<file path="src/assert_macros.svh">
// ---------------------------------------------------------------------------
// assert_macros.svh
// shared concurrent assertion macros, clocked and disabled during reset
// ---------------------------------------------------------------------------
`ifndef ASSERT_MACROS_SVH
`define ASSERT_MACROS_SVH

// same-cycle implication
`define ASSERT_IMPL(label, clk, rst_n, ante, cons) \
    label: assert property (@(posedge clk) disable iff (!(rst_n)) (ante) |-> (cons)) \
        else $error("same-cycle check failed");

// next-cycle implication
`define ASSERT_NEXT(label, clk, rst_n, ante, cons) \
    label: assert property (@(posedge clk) disable iff (!(rst_n)) (ante) |=> (cons)) \
        else $error("next-cycle check failed");

`endif

</file>
<file path="src/fsm_pkg.sv">
// ---------------------------------------------------------------------------
// fsm_pkg
// types and codes shared by the substring match core and its cells
// ---------------------------------------------------------------------------
package fsm_pkg;

    typedef enum logic [1:0] {
        CMD_CLEAR  = 2'd0,
        CMD_APPEND = 2'd1,
        CMD_TEXT   = 2'd2,
        CMD_END    = 2'd3
    } t_cmd;

    typedef struct packed {
        t_cmd       command;
        logic [7:0] symbol;
    } t_in_word;

    typedef struct packed {
        logic        found;
        logic [15:0] position;
    } t_out_word;

    // control broadcast to one cell
    typedef struct packed {
        logic       restart;
        logic       step;
        logic       load;
        logic [7:0] symbol;
    } t_cell_ctrl;

endpackage

</file>
<file path="src/fsm_cell.sv">
// ---------------------------------------------------------------------------
// fsm_cell
// one pattern byte and its partial match flag
// ---------------------------------------------------------------------------
module fsm_cell (
    input  logic                i_clk,
    input  logic                i_rst_n,
    input  fsm_pkg::t_cell_ctrl i_ctrl,
    input  logic                i_prev_flag,
    output logic                o_flag,
    output logic                o_flag_next
);
    import fsm_pkg::*;

    logic [7:0] r_pat;
    logic       r_flag;
    logic       n_flag;

    // prefix up to this byte matches the newest text bytes
    always_comb begin
        n_flag = r_flag;
        if (i_ctrl.restart) begin
            n_flag = 1'b0;
        end else if (i_ctrl.step) begin
            n_flag = i_prev_flag & (i_ctrl.symbol == r_pat);
        end
    end

    always_ff @(posedge i_clk) begin
        if (!i_rst_n) begin
            r_flag <= 1'b0;
        end else begin
            r_flag <= n_flag;
        end
    end

    always_ff @(posedge i_clk) begin
        if (i_ctrl.load) begin
            r_pat <= i_ctrl.symbol;
        end
    end

    assign o_flag      = r_flag;
    assign o_flag_next = n_flag;

endmodule

</file>
<file path="src/first_substring_match_core.sv">
// ---------------------------------------------------------------------------
// first_substring_match_core
// streaming first-occurrence substring search over a chain of match cells
// ---------------------------------------------------------------------------
// usage
//   input channel: one word per command (clear, append pattern byte, text
//   byte, end of text). a word is taken when i_in_valid is high and
//   o_in_stall is low.
//   output channel: one word (found, position) per end-of-text command,
//   taken when o_out_valid is high and i_out_stall is low.
//   throughput: one input word every cycle while o_in_stall is low. cell k
//   holds pattern byte k and a flag saying the newest k+1 text bytes equal
//   the first k+1 pattern bytes; each text byte moves every flag one cell
//   along, so the window compare is one byte compare per cell per cycle.
//   latency: the result appears on o_out_valid the cycle after the
//   end-of-text word is taken.
//   stall: o_in_stall rises only while a result waits in the output
//   register and the receiver stalls; other words never pile up.
//   reset: synchronous, active low. the pattern is empty, the text restarts
//   and the output register is empty. pattern bytes need no reset since
//   only written entries are ever looked at.
// ---------------------------------------------------------------------------
`include "assert_macros.svh"

module first_substring_match_core #(
    parameter int MAX_PATTERN = 32,
    parameter int MAX_TEXT    = 65536
) (
    input  logic               i_clk,
    input  logic               i_rst_n,
    input  logic               i_in_valid,
    output logic               o_in_stall,
    input  fsm_pkg::t_in_word  i_in_data,
    output logic               o_out_valid,
    input  logic               i_out_stall,
    output fsm_pkg::t_out_word o_out_data
);
    import fsm_pkg::*;

    // widths of the pattern length, cell index and text counter
    localparam int LW = $clog2(MAX_PATTERN + 1);
    localparam int IW = (MAX_PATTERN > 1) ? $clog2(MAX_PATTERN) : 1;
    localparam int CW = $clog2(MAX_TEXT + 1);
    localparam int SW = (CW > LW) ? CW : LW;
    localparam int PW = (SW > 16) ? SW : 16;

    logic          in_acc;
    logic          is_clear, is_append, is_text, is_end;

    logic [LW-1:0] r_len,   n_len;
    logic [CW-1:0] r_count, n_count;
    logic          r_seen,  n_seen;
    logic [15:0]   r_start, n_start;
    logic          r_out_valid;
    t_out_word     r_out, n_out;

    logic [MAX_PATTERN-1:0] cell_flag;
    logic [MAX_PATTERN-1:0] cell_flag_next;
    t_cell_ctrl             cell_ctrl [MAX_PATTERN];

    logic          hit;
    logic [IW-1:0] last_idx;
    logic [LW-1:0] len_m1;
    logic [CW-1:0] count_step;
    logic [PW-1:0] start_full;

    // hold input only when a waiting result cannot drain
    assign o_in_stall = r_out_valid & i_out_stall;
    assign in_acc     = i_in_valid & ~o_in_stall;

    assign is_clear  = in_acc && (i_in_data.command == CMD_CLEAR);
    assign is_append = in_acc && (i_in_data.command == CMD_APPEND);
    assign is_text   = in_acc && (i_in_data.command == CMD_TEXT);
    assign is_end    = in_acc && (i_in_data.command == CMD_END);

    // chain of cells, cell 0 always sees a matching empty prefix before it
    for (genvar k = 0; k < MAX_PATTERN; k++) begin : g_cell
        logic prev;
        if (k == 0) begin : g_head
            assign prev = 1'b1;
        end else begin : g_link
            assign prev = cell_flag[k-1];
        end

        always_comb begin
            cell_ctrl[k].restart = is_clear | is_append | is_end;
            cell_ctrl[k].step    = is_text;
            cell_ctrl[k].load    = is_append && (r_len == LW'(k));
            cell_ctrl[k].symbol  = i_in_data.symbol;
        end

        fsm_cell u_cell (
            .i_clk       (i_clk),
            .i_rst_n     (i_rst_n),
            .i_ctrl      (cell_ctrl[k]),
            .i_prev_flag (prev),
            .o_flag      (cell_flag[k]),
            .o_flag_next (cell_flag_next[k])
        );
    end

    // text count after this byte, position saturates at the end of the range
    assign count_step = (r_count < CW'(MAX_TEXT)) ? (r_count + CW'(1)) : r_count;

    // whole pattern matched when the cell of the last pattern byte sets
    assign len_m1     = r_len - LW'(1);
    assign last_idx   = len_m1[IW-1:0];
    assign hit        = is_text && (r_len != '0) && (PW'(count_step) >= PW'(r_len)) &&
                        cell_flag_next[last_idx];
    assign start_full = PW'(count_step) - PW'(r_len);

    always_comb begin
        n_len   = r_len;
        n_count = r_count;
        n_seen  = r_seen;
        n_start = r_start;
        n_out   = r_out;
        if (is_clear) begin
            n_len   = '0;
            n_count = '0;
            n_seen  = 1'b0;
            n_start = '0;
        end else if (is_append) begin
            if (r_len < LW'(MAX_PATTERN)) begin
                n_len = r_len + LW'(1);
            end
            n_count = '0;
            n_seen  = 1'b0;
            n_start = '0;
        end else if (is_text) begin
            n_count = count_step;
            if (!r_seen && hit) begin
                n_seen  = 1'b1;
                n_start = start_full[15:0];
            end
        end else if (is_end) begin
            // empty pattern counts as found at the start
            if (r_len == '0) begin
                n_out.found    = 1'b1;
                n_out.position = '0;
            end else begin
                n_out.found    = r_seen;
                n_out.position = r_seen ? r_start : 16'd0;
            end
            n_count = '0;
            n_seen  = 1'b0;
            n_start = '0;
        end
    end

    always_ff @(posedge i_clk) begin
        if (!i_rst_n) begin
            r_len       <= '0;
            r_count     <= '0;
            r_seen      <= 1'b0;
            r_start     <= '0;
            r_out_valid <= 1'b0;
        end else begin
            r_len   <= n_len;
            r_count <= n_count;
            r_seen  <= n_seen;
            r_start <= n_start;
            if (is_end) begin
                r_out_valid <= 1'b1;
            end else if (!i_out_stall) begin
                r_out_valid <= 1'b0;
            end
        end
    end

    // result payload register
    always_ff @(posedge i_clk) begin
        r_out <= n_out;
    end

    assign o_out_valid = r_out_valid;
    assign o_out_data  = r_out;

    // an end-of-text word always leaves a result behind
    `ASSERT_NEXT(a_end_gives_result, i_clk, i_rst_n, is_end, r_out_valid)
    // a not-found result carries position zero
    `ASSERT_IMPL(a_miss_pos_zero, i_clk, i_rst_n, r_out_valid && !r_out.found, r_out.position == 16'd0)
    // pattern length never runs past the cell count
    `ASSERT_IMPL(a_len_bound, i_clk, i_rst_n, 1'b1, r_len <= LW'(MAX_PATTERN))
    // a recorded match needs a non-empty pattern
    `ASSERT_IMPL(a_seen_needs_pattern, i_clk, i_rst_n, r_seen, r_len != '0)

endmodule
</file>
<file path="config.mk">
export PLATFORM = sky130hd
export DESIGN_NAME = first_substring_match_core
export DESIGN_NICKNAME = d
export VERILOG_FILES = /design/src/fsm_pkg.sv /design/src/fsm_cell.sv /design/src/first_substring_match_core.sv
export VERILOG_INCLUDE_DIRS = /design/src /design/src/src
export SDC_FILE = /design/constraint.sdc
export NUM_CORES = 1
export LEC_CHECK = 0
export BUFFER_PORTS_ARGS = -buffer_cell sky130_fd_sc_hd__buf_2
export CAP_MARGIN = 20
export CORE_AREA = 2 2 171 173
export DETAILED_ROUTE_END_ITERATION = 10
export DIE_AREA = 0 0 173 175
export GPL_ROUTABILITY_DRIVEN = 0
export PLACE_DENSITY = 0.75
export SETUP_SLACK_MARGIN = 0.02
export SLEW_MARGIN = 20
export SYNTH_ARGS = -nofsm -noshare
export SYNTH_HDL_FRONTEND = slang
export SYNTH_SLANG_ARGS = --single-unit
</file>
<file path="constraint.sdc">
create_clock -name i_clk -period 3.2 [get_ports i_clk]
set_input_delay 0.64 -clock i_clk [delete_from_list [all_inputs] [get_ports i_clk]]
set_output_delay 0.64 -clock i_clk [all_outputs]
set_load 0.01 [all_outputs]
</file>
# Word-level counts from Yosys, hierarchy flattened

Index checks and enable logic that the tools add are counted.

Output and inout port bits: 19
Flip-flop bits (word level): 346
Input bits: 14

$add $sub $neg: 4
Bitwise logic cells: 41
Eq/ne operators: 68
Order comparisons: 4
Muxes and demuxes: 77
Reduce and logical (&&, ||, !) cells: 51

Operators with widths:

| kind                                                                  | number |
|---|---|
| 8-bit == test                                                         | 32 |
| 6-bit by 5-bit == test with 1-bit output (second input constant)      | 16 |
| 1-bit two-way mux                                                     | 70 |
| 17-bit two-way mux                                                    | 3 |
| 6-bit by 4-bit == test with 1-bit output (second input constant)      | 8 |
| 16-bit two-way mux                                                    | 3 |
| 1-bit logical AND                                                     | 40 |
| 1-bit AND                                                             | 33 |
| 6-bit by 3-bit == test with 1-bit output (second input constant)      | 4 |
| 17-bit by 1-bit adder with 17-bit output (second input constant)      | 1 |
| 17-bit by 6-bit >= comparator with 1-bit output                       | 1 |
| 17-bit < comparator (second input constant)                           | 1 |
| 16-bit by 6-bit subtractor with 16-bit output                         | 1 |
| 6-bit by 2-bit == test with 1-bit output (second input constant)      | 2 |
| 6-bit by 1-bit adder with 6-bit output (second input constant)        | 1 |
| 6-bit by 1-bit == test with 1-bit output (second input constant)      | 1 |
| 6-bit zero test                                                       | 1 |
| 5-bit by 6-bit < comparator with 1-bit output (second input constant) | 1 |
| 6-bit < comparator (second input constant)                            | 1 |
| 1-bit inverter                                                        | 6 |
| 6-bit nonzero test                                                    | 1 |
| 1-bit binary-select mux with 5-bit select                             | 1 |
| 5-bit by 1-bit subtractor with 5-bit output (second input constant)   | 1 |
| 2-bit == test (second input constant)                                 | 2 |
| other kinds (10)                                                      | 14 |

# Longest topological paths before layout

Gate-level depths: netlist of the first run.

Depth after elaboration: 13
Depth in mapped cells: 14
Mapped depth without buffers: 12

# Modules after synthesis

A second synthesis of the first run with hierarchy kept.

Cells, all modules: 1211
Area, all modules: 15920.3 sq um

By module, submodules not included:

| module                     | area an instance (sq um) | cells each | times used |
|---|---|---|---|
| fsm_cell                   | 376.6                    | 24         | 32 |
| first_substring_match_core | 3868.7                   | 443        | 1 |

# Worst setup path before layout of the first run

No wires, ideal clock.

Path type: flip-flop to flip-flop
Start: reg r_len[0]
End: reg r_seen
Stages on the path, launching flop included: 14
Clock period less this slack: 3.025 ns
Arrival time: 2.910 ns
Setup slack: 0.175 ns
Cell sequence: dfxtp_1 -> clkbuf_1 -> inv_1 -> ha_1 -> xnor2_2 -> mux2i_1 -> o21ai_0 -> o22ai_1 -> a211oi_1 -> a2111oi_0 -> nor3_2 -> buf_6 -> buf_12 -> o21a_1

Cells in the longest elaborated chain, start to end: 7

RTL lines:

| what                                                       | line                              | text |
|---|---|---|
| from (decl)                                                | first_substring_match_core.sv:50  | `logic [LW-1:0] r_len, n_len;` |
| from (signal assigned)                                     | first_substring_match_core.sv:159 | `r_len <= n_len;` |
| 5-bit by 1-bit subtractor with 5-bit output                | first_substring_match_core.sv:106 | `assign len_m1 = r_len - LW'(1);` |
| named net len_m1[0]                                        | first_substring_match_core.sv:63  | `logic [LW-1:0] len_m1;` |
| 1-bit binary-select mux with 5-bit select                  | first_substring_match_core.sv:109 | `cell_flag_next[last_idx];` |
| 1-bit two-way mux (implied by the code)                    | first_substring_match_core.sv:109 |  |
| 1-bit logical AND                                          | first_substring_match_core.sv:108 | `assign hit = is_text && (r_len != '0) && (PW'(count_step) >= PW'(r_len)) &&` |
| 1-bit logical AND                                          | first_substring_match_core.sv:132 | `if (!r_seen && hit) begin` |
| 2-bit by 1-bit inequality test with 1-bit output (no line) | --                                |  |
| 2-bit AND reduction (no line)                              | --                                |  |
| to (signal assigned)                                       | first_substring_match_core.sv:161 | `r_seen <= n_seen;` |
| to (decl)                                                  | first_substring_match_core.sv:52  | `logic r_seen, n_seen;` |

The timed path passes the listed nets, and every way through them passes these cells. The select of a mux whose other input is x is not followed.
A chain may end at the register's enable or synchronous reset.

# Final worst setup path of the first run

Start: reg r_count[0]
End: reg r_start[8]

Cells in the longest elaborated chain, start to end: 8

RTL lines:

| what                                                                                   | line                              | text |
|---|---|---|
| from (decl)                                                                            | first_substring_match_core.sv:51  | `logic [CW-1:0] r_count, n_count;` |
| from (signal assigned)                                                                 | first_substring_match_core.sv:160 | `r_count <= n_count;` |
| 17-bit by 1-bit adder with 17-bit output / 17-bit < comparator (equally long branches) | first_substring_match_core.sv:103 | `assign count_step = (r_count < CW'(MAX_TEXT)) ? (r_count + CW'(1)) : r_count;` |
| 17-bit two-way mux *                                                                   | first_substring_match_core.sv:103 |  |
| 17-bit by 6-bit >= comparator with 1-bit output                                        | first_substring_match_core.sv:108 |  |
| 1-bit logical AND (2 in series)                                                        | first_substring_match_core.sv:108 |  |
| 1-bit logical AND                                                                      | first_substring_match_core.sv:132 |  |
| 2-bit by 1-bit inequality test with 1-bit output (no line)                             | --                                |  |
| 2-bit AND reduction (no line)                                                          | --                                |  |
| to (signal assigned)                                                                   | first_substring_match_core.sv:162 | `r_start <= n_start;` |
| to (decl)                                                                              | first_substring_match_core.sv:53  | `logic [15:0] r_start, n_start;` |

Mark *: on every way between the ends. The rest lies on a longest branch, timed or not. The select of a mux whose other input is x is not followed.

==> results of run 1 <==
[area by class of cell]
cell class | count | area (um^2)
well taps | 384 | 480.5
clock buffers | 52 | 1087
inverters | 20 | 75.07
flip-flops and latches | 346 | 9662
clock inverters | 17 | 215.2
multi-input cells | 826 | 5823
repair buffers | 182 | 1549
fillers | 2055 | 9500
[final timing paths]
path | from | to | slack, ns
worst max-delay path | r_count[0]$_SDFFE_PP0P_ | r_start[8]$_SDFFE_PP0P_ | 0.11
worst min-delay path | i_in_data[4] | g_cell[3].u_cell.r_pat[4]$_DFFE_PP_ | 0.41
worst max register to register | r_count[0]$_SDFFE_PP0P_ | r_start[8]$_SDFFE_PP0P_ | 0.11
worst min register to register | r_start[10]$_SDFFE_PP0P_ | r_start[10]$_SDFFE_PP0P_ | 0.45
[critical path: stages (launching register included)]
cell,delay [ns]
dfxtp_1,0.42
ha_1,0.24
and3b_1,0.26
nand2_1,0.12
xnor2_1,0.25
ha_1,0.33
a21boi_1,0.17
o21ai_2,0.25
nor4b_1,0.51
or4_1,0.21
nand3_1,0.10
mux2i_1,0.14
[power by group]
part | switching [uW] | leakage [uW] | internal [uW] | total (uW)
sequential | 5.34 | 0.00305 | 4850 | 4860
clock | 1720 | 0.000634 | 2790 | 4510
combinational | 372 | 0.00260 | 277 | 649
[state kept, by name, indices dropped and copies added, names as in the netlist]
name	count
r_len	6
o_out_valid	1
g_cell.u_cell.r_pat	256
r_start	16
r_count	17
g_cell.u_cell.o_flag	32
o_out_data	17
r_seen	1
[metrics by stage]
stage,area (um^2),hold WS (ns),setup slack [ns],setup TNS [ns],instances
after floorplan,15900,0.4303,0.1752,0,1258
after global placement,17510,0.4378,-0.04388,-0.6740,1756
after detailed placement,17510,0.4446,-0.1611,-2.257,1756
after CTS,18820,0.4000,0.02373,0,1825
after global routing,18890,0.4178,-0.1457,-0.1457,1827
final,18890,0.4074,0.1081,0,1827
[routing by layer]
metal	up-vias	share of wire
met4	0	0.030
met3	85	0.056
met1	5208	0.43
li1	4854	-
met5	-	0
met2	369	0.48
[what timing repair did]
action                                  CTS  global route
pin swaps                                 0             1
endpoints found under the setup margin    1            17
buffers inserted                          0             2
gates resized for setup                   1            16
[cell usage in the layout (no fill, tap or decap), types with 32 or more instances in the layout]
master | Yosys | routed
nand3_1 | 44 | 44
xnor2_1 | 263 | 262
and2_1 | 32 | 32
nand4_1 | 60 | 60
nor2_1 | 72 | 71
buf_2 | 13 | 32
nand2_1 | 81 | 81
edfxtp_1 | 273 | 273
dfxtp_1 | 73 | 71
clkbuf_16 | 0 | 41
buf_4 | 16 | 129
[cell families (layout without fill, tap and decap cells)]
logic type	Yosys count	in the layout	synth area share
mux	24	24	0.01598
buf+inv	86	271	0.03046
xor+xnor	285	285	0.1575
flops	346	346	0.6075
simple gates	383	383	0.1249
fa+ha+maj	13	13	0.01070
compound gates	121	121	0.05296
==> metrics.csv, run 1 <==
stage;metric;value;unit
global_routing;grt_max_degree;40;
global_routing;grt_first_pass_wirelength;57.50;mm
drt;drt-initial-drc-count;1107;
hold_path;worstHoldPathType;in2reg;
setup_path;worstPathArrival;3.54;ns
clock_tree;cts_buffer_depth;3;
yosys;synth_warnings;0;
yosys;synth_top_flop_cell;edfxtp_1;
timing;max-slew-margin-rel;0.3170;
global_routing;track_usage;0.2402;
power_and_ir_drop;leakage;0.006286;uW
clock_tree;htree_levels;2;
setup_path;cp.required;3.65;ns
setup_path;cp_max_fo;6;
setup_path;path_class;reg2reg;
global_routing;use_met1;0.3264;
yosys;yosys-top-cells-area;edfxtp_1 52%, xnor2_1 14%, dfxtp_1 9.2%;
power_and_ir_drop;ir_worst_vdd;0.4306;mV
drt;routed_via_density;5.756;
clock_tree;holdBufCountCts;0;
layout;areaGrowthSynthToFinish;18.82;%
power_and_ir_drop;power_density;530.1;nW/um^2
drt;num_vias;10520;
layout;final_nets;1441;
yosys;ys_seq_elements;346;
floorplanning;fp.coreArea;28390;um^2
yosys;yosysTopAreaCell;edfxtp_1;
global_routing;met3_usage;0.02981;
layout;fin_util;0.6654;
timing;setup_viol;0;
placement;io_buffers;32;
floorplanning;row_count;62;
clock_tree;clk_latency;0.52;ns
placement;place_hpwl;24.45;mm
drt;drc_errors;0;
timing;worst_pin_slew;1.021;ns
yosys;syn-num-nets;1285;
yosys;async_flop_share;0;
setup_path;ff2ff_path_depth;11;
clock_tree;cts_made_buffers;38;
timing;fmax;323.4;MHz
yosys;ys_seq_area_frac;0.6075;
global_routing;grt_pass1_vias;10620;
floorplanning;initial_core_util;0.5600;
drt;first_pass_iters;5;
drt;wire_per_inst;19.78;um
setup_path;startpoint_type;flip-flop;
layout;antenna_cells;0;
layout;drive_above_1_share;0.1830;
clock_tree;cts_tree;done;
drt;antenna_left;0;
yosys;synth.top_cell.area_share;0.5156;
global_routing;grt_busiest_layer;met2;
global_routing;antenna_found_initial;0;
clock_tree;cts_root_buf;clkbuf_16;
timing;finalCritPeriodShare;0.9662;
drt;wl;36.14;mm
clock_tree;clk_pin_slew;0.07;ns
timing;finalHoldViolations;0;
power_and_ir_drop;finalPower;10010;uW
global_routing;globalRouteMet2Util;0.3993;
yosys;syn_area;15900;um^2
yosys;synth_edf_count;273;
yosys;netlist-cell-type-count;67;
floorplanning;die_y;175;um
floorplanning;num_io_pins;33;
clock_tree;clkSinkCount;346;
floorplanning;die-width;173;um
global_routing;grt-ovfl-total;0;
floorplanning;dieArea;30280;um^2
job;maxCapViolations;0;
yosys;syn_avg_cell_area;12.64;um^2
yosys;yosysMostFrequentCell;edfxtp_1;
timing;finClkSkew;0.01382;ns
run_status;status;completed;
timing;period_minus_slack;3.092;ns
setup_path;endpoint_kind;flip-flop;
timing;maxSlewViolCount;0;
yosys;synth_top_cells_by_count;273 x edfxtp_1, 263 x xnor2_1, 81 x nand2_1;
yosys;netlist_instances;1258;
hold_path;min_path_cells;1;
(Power assumes the default switching activity.)
==> inputs of run 2 (changes only) <==
--- a/config.mk
+++ b/config.mk
@@ -8,11 +8,11 @@
 export LEC_CHECK = 0
 export BUFFER_PORTS_ARGS = -buffer_cell sky130_fd_sc_hd__buf_2
 export CAP_MARGIN = 20
-export CORE_AREA = 2 2 171 173
+export CORE_AREA = 2 2 182 184
 export DETAILED_ROUTE_END_ITERATION = 10
-export DIE_AREA = 0 0 173 175
+export DIE_AREA = 0 0 184 186
 export GPL_ROUTABILITY_DRIVEN = 0
-export PLACE_DENSITY = 0.75
+export PLACE_DENSITY = 0.68
 export SETUP_SLACK_MARGIN = 0.02
 export SLEW_MARGIN = 20
 export SYNTH_ARGS = -nofsm -noshare
==> metrics.csv, run 2 (same netlist as run 1, synthesis figures left out) <==
stage;metric;value;unit
global_routing;track_usage;0.2113;
setup_path;crit_family;simple AND/OR/NAND/NOR gates;
clock_tree;cts_tree;done;
timing;fmax;324.5;MHz
timing;finalHoldViolations;0;
setup_path;crit_buf_inv;1;
power_and_ir_drop;combinationalPowerShare;0.063;
layout;final_nets;1420;
setup_path;worst_path_largest_cell_delay;0.43;ns
clock_tree;clk_latency;0.52;ns
drt;routed_via_density;5.560;
power_and_ir_drop;leakage;0.006132;uW
drt;first_pass_iters;5;
floorplanning;initial_core_util;0.4937;
drt;num_vias;10170;
timing;setup_viol;0;
timing;max-slew-margin-rel;0.2962;
drt;drt-initial-drc-count;798;
drt;wl;35.15;mm
timing;rsz0062_at_grt;no;
layout;largest-register;g_cell.u_cell.r_pat;
layout;final_cell_mix;273 x edfxtp_1, 263 x xnor2_1, 119 x buf_4, 81 x nand2_1, 73 x dfxtp_1;
power_and_ir_drop;ir_worst_vdd;0.3930;mV
setup_path;path_class;reg2reg;
layout;antenna_cells;0;
timing;worst_pin_slew;1.052;ns
timing;period_minus_slack;3.082;ns
power_and_ir_drop;power.switching;2070;uW
timing;finalCritPeriodShare;0.9630;
power_and_ir_drop;pwr-share-seq;0.496;
run_status;status;completed;
layout;fin_cells;1830;
clock_tree;clk_pin_slew;0.06;ns
global_routing;grt-ovfl-total;0;
floorplanning;num_io_pins;33;
setup_path;endpoint_kind;flip-flop;
floorplanning;die-width;184;um
clock_tree;clkSinkCount;346;
layout;layout.cells.most_common;edfxtp_1;
layout;largest_register_ffs;256;
global_routing;grt_first_pass_wirelength;55.90;mm
global_routing;grt_max_degree;40;
placement;place_hpwl;24.07;mm
global_routing;antenna_found_initial;0;
power_and_ir_drop;power_density;525.6;nW/um^2
setup_path;cp.required;3.64;ns
timing;maxSlewViolCount;0;
floorplanning;fp.coreArea;32210;um^2
power_and_ir_drop;clkPwrFrac;0.441;
job;maxCapViolations;0;
timing;finClkSkew;0.01551;ns
global_routing;grt_pass1_vias;9964;
clock_tree;cts_buffer_depth;3;
setup_path;slowest_stage;nor2_1;
floorplanning;dieArea;34220;um^2
setup_path;cp_max_fo;17;
floorplanning;die_y;186;um
layout;drive_above_1_share;0.1632;
drt;wire_per_inst;19.21;um
clock_tree;cts_root_buf;clkbuf_16;
clock_tree;cts_made_buffers;37;
drt;antenna_left;0;
setup_path;path_cells;ha_1, nand3b_1, nor2_1, nand2_1, o22ai_1, a211o_1, o32ai_4, nor3_4, buf_12, mux2i_1;
power_and_ir_drop;intPower;7721;uW
placement;io_buffers;32;
setup_path;startpoint_type;flip-flop;
hold_path;worstHoldPathType;in2reg;
power_and_ir_drop;sw_frac_of_total;0.2114;
layout;areaGrowthSynthToFinish;17.17;%
power_and_ir_drop;finalPower;9791;uW
placement;dp.cells;1761;
drt;drc_errors;0;
clock_tree;htree_levels;2;
setup_path;worstPathArrival;3.52;ns
floorplanning;row_count;66;
-- run 2: cell count changes in the layout (fill, tap and decap cells not counted), sizes merged --
| cell | change |
|---|---|
| clkinvlp | -1 |
| bufinv | -2 |
| clkbuf | +2 |
| buf | -20 |
-- run 2: through the flow --
step | area, um^2 | util | hold slack, ns | setup TNS, ns | setup WS [ns]
final | 18630 | 0.5784 | 0.4492 | 0 | 0.1183
after global routing | 18630 | 0.5784 | 0.4623 | 0 | 0.001748
after CTS | 18590 | 0.5773 | 0.4484 | 0 | 0.1125
after detailed placement | 17350 | 0.5388 | 0.4450 | -4.367 | -0.2912
after global placement | 17350 | 0.5388 | 0.4391 | -3.357 | -0.2025
after floorplan | 15900 | - | 0.4303 | 0 | 0.1752
-- run 2: layout make-up --
type	instances	area [um^2]
clock buffers	54	1092
clock inverters	14	147.6
fillers	2589	13580
inverters	20	75.07
multi-input cells	826	5796
flip-flops and latches	346	9659
well taps	408	510.5
repair buffers	162	1349
-- run 2: path summary, 6_finish.rpt --
path,from,to,slack (ns),cells past startpoint
worst max register to register,r_count[1]$_SDFFE_PP0P_,r_start[3]$_SDFFE_PP0P_,0.12,10
worst max-delay path,r_count[1]$_SDFFE_PP0P_,r_start[3]$_SDFFE_PP0P_,0.12,10
worst min-delay path,i_in_data[1],g_cell[2].u_cell.r_pat[1]$_DFFE_PP_,0.45,1
worst min register to register,r_start[4]$_SDFFE_PP0P_,r_start[4]$_SDFFE_PP0P_,0.46,2
-- run 2: timing repair --
action	CTS	global route
endpoints found under the setup margin	0	17
resized for setup	0	7
buffers inserted	0	1
hold buffers	0	0
-- run 2: worst register-to-register path, stage by stage (launching register included) --
cell	delay [ns]
dfxtp_1	0.38
ha_1	0.26
nand3b_1	0.23
nor2_1	0.44
nand2_1	0.19
o22ai_1	0.40
a211o_1	0.29
o32ai_4	0.13
nor3_4	0.26
buf_12	0.21
mux2i_1	0.22
-- run 2: power groups by stage --
stage                     sequential (uW)  combinational, uW  clock [uW]
after floorplan                      4960                356           0
after global placement               4950                608           0
after detailed placement             4950                614           0
after CTS                            4850                617        4390
after global routing                 4850                669        4550
final                                4850                617        4320
-- run 2: layer usage --
layer / wire (um) / vias to the layer above / GRT usage
met5: 0 / - / 0
met4: 1086 / 0 / 0.07264
met3: 1752 / 72 / 0.02994
met2: 16640 / 274 / 0.3475
met1: 15670 / 5017 / 0.2890
li1: - / 4811 / -
==> inputs of run 3 (changes only) <==
--- a/config.mk
+++ b/config.mk
@@ -17,4 +17,5 @@
 export SLEW_MARGIN = 20
 export SYNTH_ARGS = -nofsm -noshare
 export SYNTH_HDL_FRONTEND = slang
+export SYNTH_HIERARCHICAL = 1
 export SYNTH_SLANG_ARGS = --single-unit
==> constraint.sdc (replaced) <==
create_clock -name i_clk -period 3.2 [get_ports i_clk]
set_input_delay 0.16 -clock i_clk [delete_from_list [all_inputs] [get_ports i_clk]]
set_output_delay 0.16 -clock i_clk [all_outputs]
set_load 0.01 [all_outputs]
==> metrics.csv, run 3 <==
stage;metric;value;unit
floorplanning;die_y;186;um
yosys;synth_edf_count;273;
setup_path;path_depth;18;
layout;drive_above_1_share;0.2697;
yosys;ys_seq_elements;346;
yosys;yosysMostFrequentCell;edfxtp_1;
setup_path;startpoint_type;flip-flop;
drt;wl;36.96;mm
global_routing;globalRouteMet2Util;0.3449;
yosys;netlist_instances;1211;
global_routing;met3_usage;0.03913;
clock_tree;htree_levels;2;
clock_tree;clk_pin_slew;0.06;ns
floorplanning;row_count;66;
run_status;violations;negative setup slack;
timing;worst_pin_slew;0.8162;ns
floorplanning;initial_core_util;0.4943;
layout;nFillCells;2420;
global_routing;grt_max_degree;36;
setup_path;path_class;reg2reg;
placement;place_hpwl;23.39;mm
setup_path;path_cells;nand2_4, nand4_1, buf_6, clkinv_8, buf_6, nand2_2, nor4_1, a41oi_1, nor2_1, mux4_2, mux4_2, nor2_1, a2111o_1, a31oi_4, buf_12, clkbuf_16, nand3b_1, a21oi_1;
timing;hold_ws;0.02925;ns
layout;largest-register;g_cell.u_cell/r_pat;
yosys;synth_compound_area_frac;0.04637;
yosys;yosysTopAreaCell;edfxtp_1;
yosys;synth_top_family_by_area;XOR/XNOR gates;
yosys;synth_warnings;6;
run_status;status;finished, violations left;
floorplanning;num_io_pins;33;
timing;max-slew-margin-rel;0.4538;
layout;final_nets;1459;
timing;fin_setup_tns;-4.289;ns
setup_path;endpoint_kind;flip-flop;
yosys;synth_top_cells_by_count;273 x edfxtp_1, 200 x xor2_1, 111 x nor2_1;
yosys;netlist-cell-type-count;61;
timing;rsz0062_at_grt;yes;
drt;drc_errors;0;
layout;final_cell_mix;273 x edfxtp_1, 200 x xor2_1, 141 x buf_4, 111 x nor2_1, 88 x xnor2_1;
clock_tree;clkSinkCount;346;
setup_path;worst_path_largest_cell_delay;0.52;ns
yosys;synthAdderAreaFrac;0.01069;
placement;io_buffers;32;
job;maxCapViolations;0;
timing;finalCritPeriodShare;1.096;
clock_tree;cts_root_buf;clkbuf_16;
clock_tree;clk_latency;0.52;ns
global_routing;track_usage;0.2191;
setup_path;crit_buf_inv;5;
placement;dp.cells;1766;
global_routing;grt_busiest_layer;met2;
setup_path;worstPathArrival;3.96;ns
timing;finClkSkew;0.02097;ns
drt;antenna_left;0;
timing;fmax;285.1;MHz
clock_tree;cts_buffer_depth;3;
timing;finalHoldViolations;0;
yosys;syn_avg_cell_area;13.15;um^2
timing;period_minus_slack;3.508;ns
layout;areaGrowthSynthToFinish;24.72;%
timing;setup_viol;17;
floorplanning;fp.coreArea;32210;um^2
layout;largest_register_ffs;256;
drt;routed_via_density;5.524;
clock_tree;cts_made_buffers;38;
setup_path;slowest_stage;mux4_2;
floorplanning;die-width;184;um
power_and_ir_drop;power_density;499.5;nW/um^2
power_and_ir_drop;leakage;0.007044;uW
setup_path;cp_max_fo;7;
layout;layout.cells.most_common;edfxtp_1;
yosys;syn-num-nets;1238;
layout;antenna_cells;0;
timing;maxSlewViolCount;0;
hold_path;worstHoldPathType;in2reg;
yosys;yosys-mux-area-fraction;0.01941;
global_routing;use_met1;0.3123;
yosys;yosys-top-cells-area;edfxtp_1 51%, xor2_1 11%, dfxtp_1 9.2%;
setup_path;cp.required;3.65;ns
global_routing;grt_first_pass_wirelength;57.90;mm
timing;setup_ws;-0.3079;ns
yosys;synth_xor_xnor_area_share;0.1584;
hold_path;min_path_cells;1;
yosys;synth_top_flop_cell;edfxtp_1;
setup_path;r2r_slack;-0.31;ns
yosys;yosys.area_share.simple;0.1463;
power_and_ir_drop;ir_worst_vdd;0.4324;mV
yosys;synth.top_cell.area_share;0.5149;
setup_path;crit_family;multiplexers;
clock_tree;cts_tree;done;
drt;first_pass_iters;5;
setup_path;ff2ff_path_depth;18;
floorplanning;dieArea;34220;um^2
layout;fin_cells;1869;
yosys;syn_area;15920;um^2
drt;num_vias;10320;
global_routing;grt-ovfl-total;0;
drt;wire_per_inst;19.78;um
global_routing;grt_pass1_vias;10330;
yosys;async_flop_share;0;
global_routing;antenna_found_initial;0;
yosys;ys_seq_area_frac;0.6067;
drt;drt-initial-drc-count;768;
-- run 3: stage by stage --
| step | setup WS [ns] | total power, uW | area [um^2] | utilization |
|---|---|---|---|---|
| after floorplan | -0.2408 | 5183 | 15950 | - |
| after global placement | -0.3075 | 5527 | 17870 | 0.5548 |
| after detailed placement | -0.3366 | 5535 | 17870 | 0.5548 |
| after CTS | -0.2494 | 9969 | 19550 | 0.6069 |
| after global routing | -0.3808 | 10210 | 19860 | 0.6165 |
| final | -0.3079 | 9918 | 19860 | 0.6165 |
-- run 3: final cells by class --
cell class / instances / area [um^2] / share of cell area
multi-input cells: 828 / 6407 / 0.3227
inverters: 12 / 57.56 / 0.002899
well taps: 408 / 510.5 / 0.02571
flip-flops and latches: 346 / 9661 / 0.4865
repair buffers: 204 / 1912 / 0.09629
clock buffers: 54 / 1124 / 0.05659
repair inverters: 2 / 25.02 / 0.001260
clock inverters: 15 / 158.9 / 0.008003
-- run 3: cells by family (layout without fill, tap and decap cells) --
group | Yosys count | count (layout)
AND/OR/NAND/NOR | 408 | 408
flip-flops | 346 | 346
XOR/XNOR | 288 | 288
AO/OA/AOI/OAI | 99 | 99
buffers and inverters | 37 | 287
multiplexers | 19 | 19
adder cells (fa/ha/maj) | 13 | 13
other | 1 | 1
-- run 3: final timing paths --
kind                             from                                  end
min                      i_in_data[5]  g_cell[1].u_cell/r_pat[5]$_DFFE_PP_
max reg2reg  o_out_valid$_SDFFE_PN0P_             r_start[15]$_SDFFE_PP0P_
max          o_out_valid$_SDFFE_PN0P_             r_start[15]$_SDFFE_PP0P_
min reg2reg   r_start[7]$_SDFFE_PP0P_              r_start[7]$_SDFFE_PP0P_
-- run 3: worst register-to-register path: stages, from the launching register on --
cell,delay (ns)
dfxtp_2,0.36
nand2_4,0.05
nand4_1,0.08
buf_6,0.20
clkinv_8,0.11
buf_6,0.14
nand2_2,0.07
nor4_1,0.05
a41oi_1,0.31
nor2_1,0.11
mux4_2,0.46
mux4_2,0.52
nor2_1,0.11
a2111o_1,0.19
a31oi_4,0.06
buf_12,0.17
clkbuf_16,0.15
nand3b_1,0.16
a21oi_1,0.14
-- run 3: metal layers --
metal	up-vias	wire [um]
met4	0	892
met3	73	2309
met5	-	0
met2	294	16990
li1	4860	-
met1	5097	16770
-- run 3: where the power goes --
group | internal [uW] | switching [uW]
logic | 244 | 380
registers | 4850 | 3.88
clock network | 2690 | 1750
total | 7790 | 2130
-- run 3: repair_timing --
action | 4_1_cts | 5_1_grt
setup buffers | 21 | 7
pin swaps | 7 | 16
gates cloned | 4 | 3
endpoints found under the setup margin | 17 | 18
hold buffers | 1 | 0
hold endpoints to repair | 2 | 0
resized for setup | 36 | 36
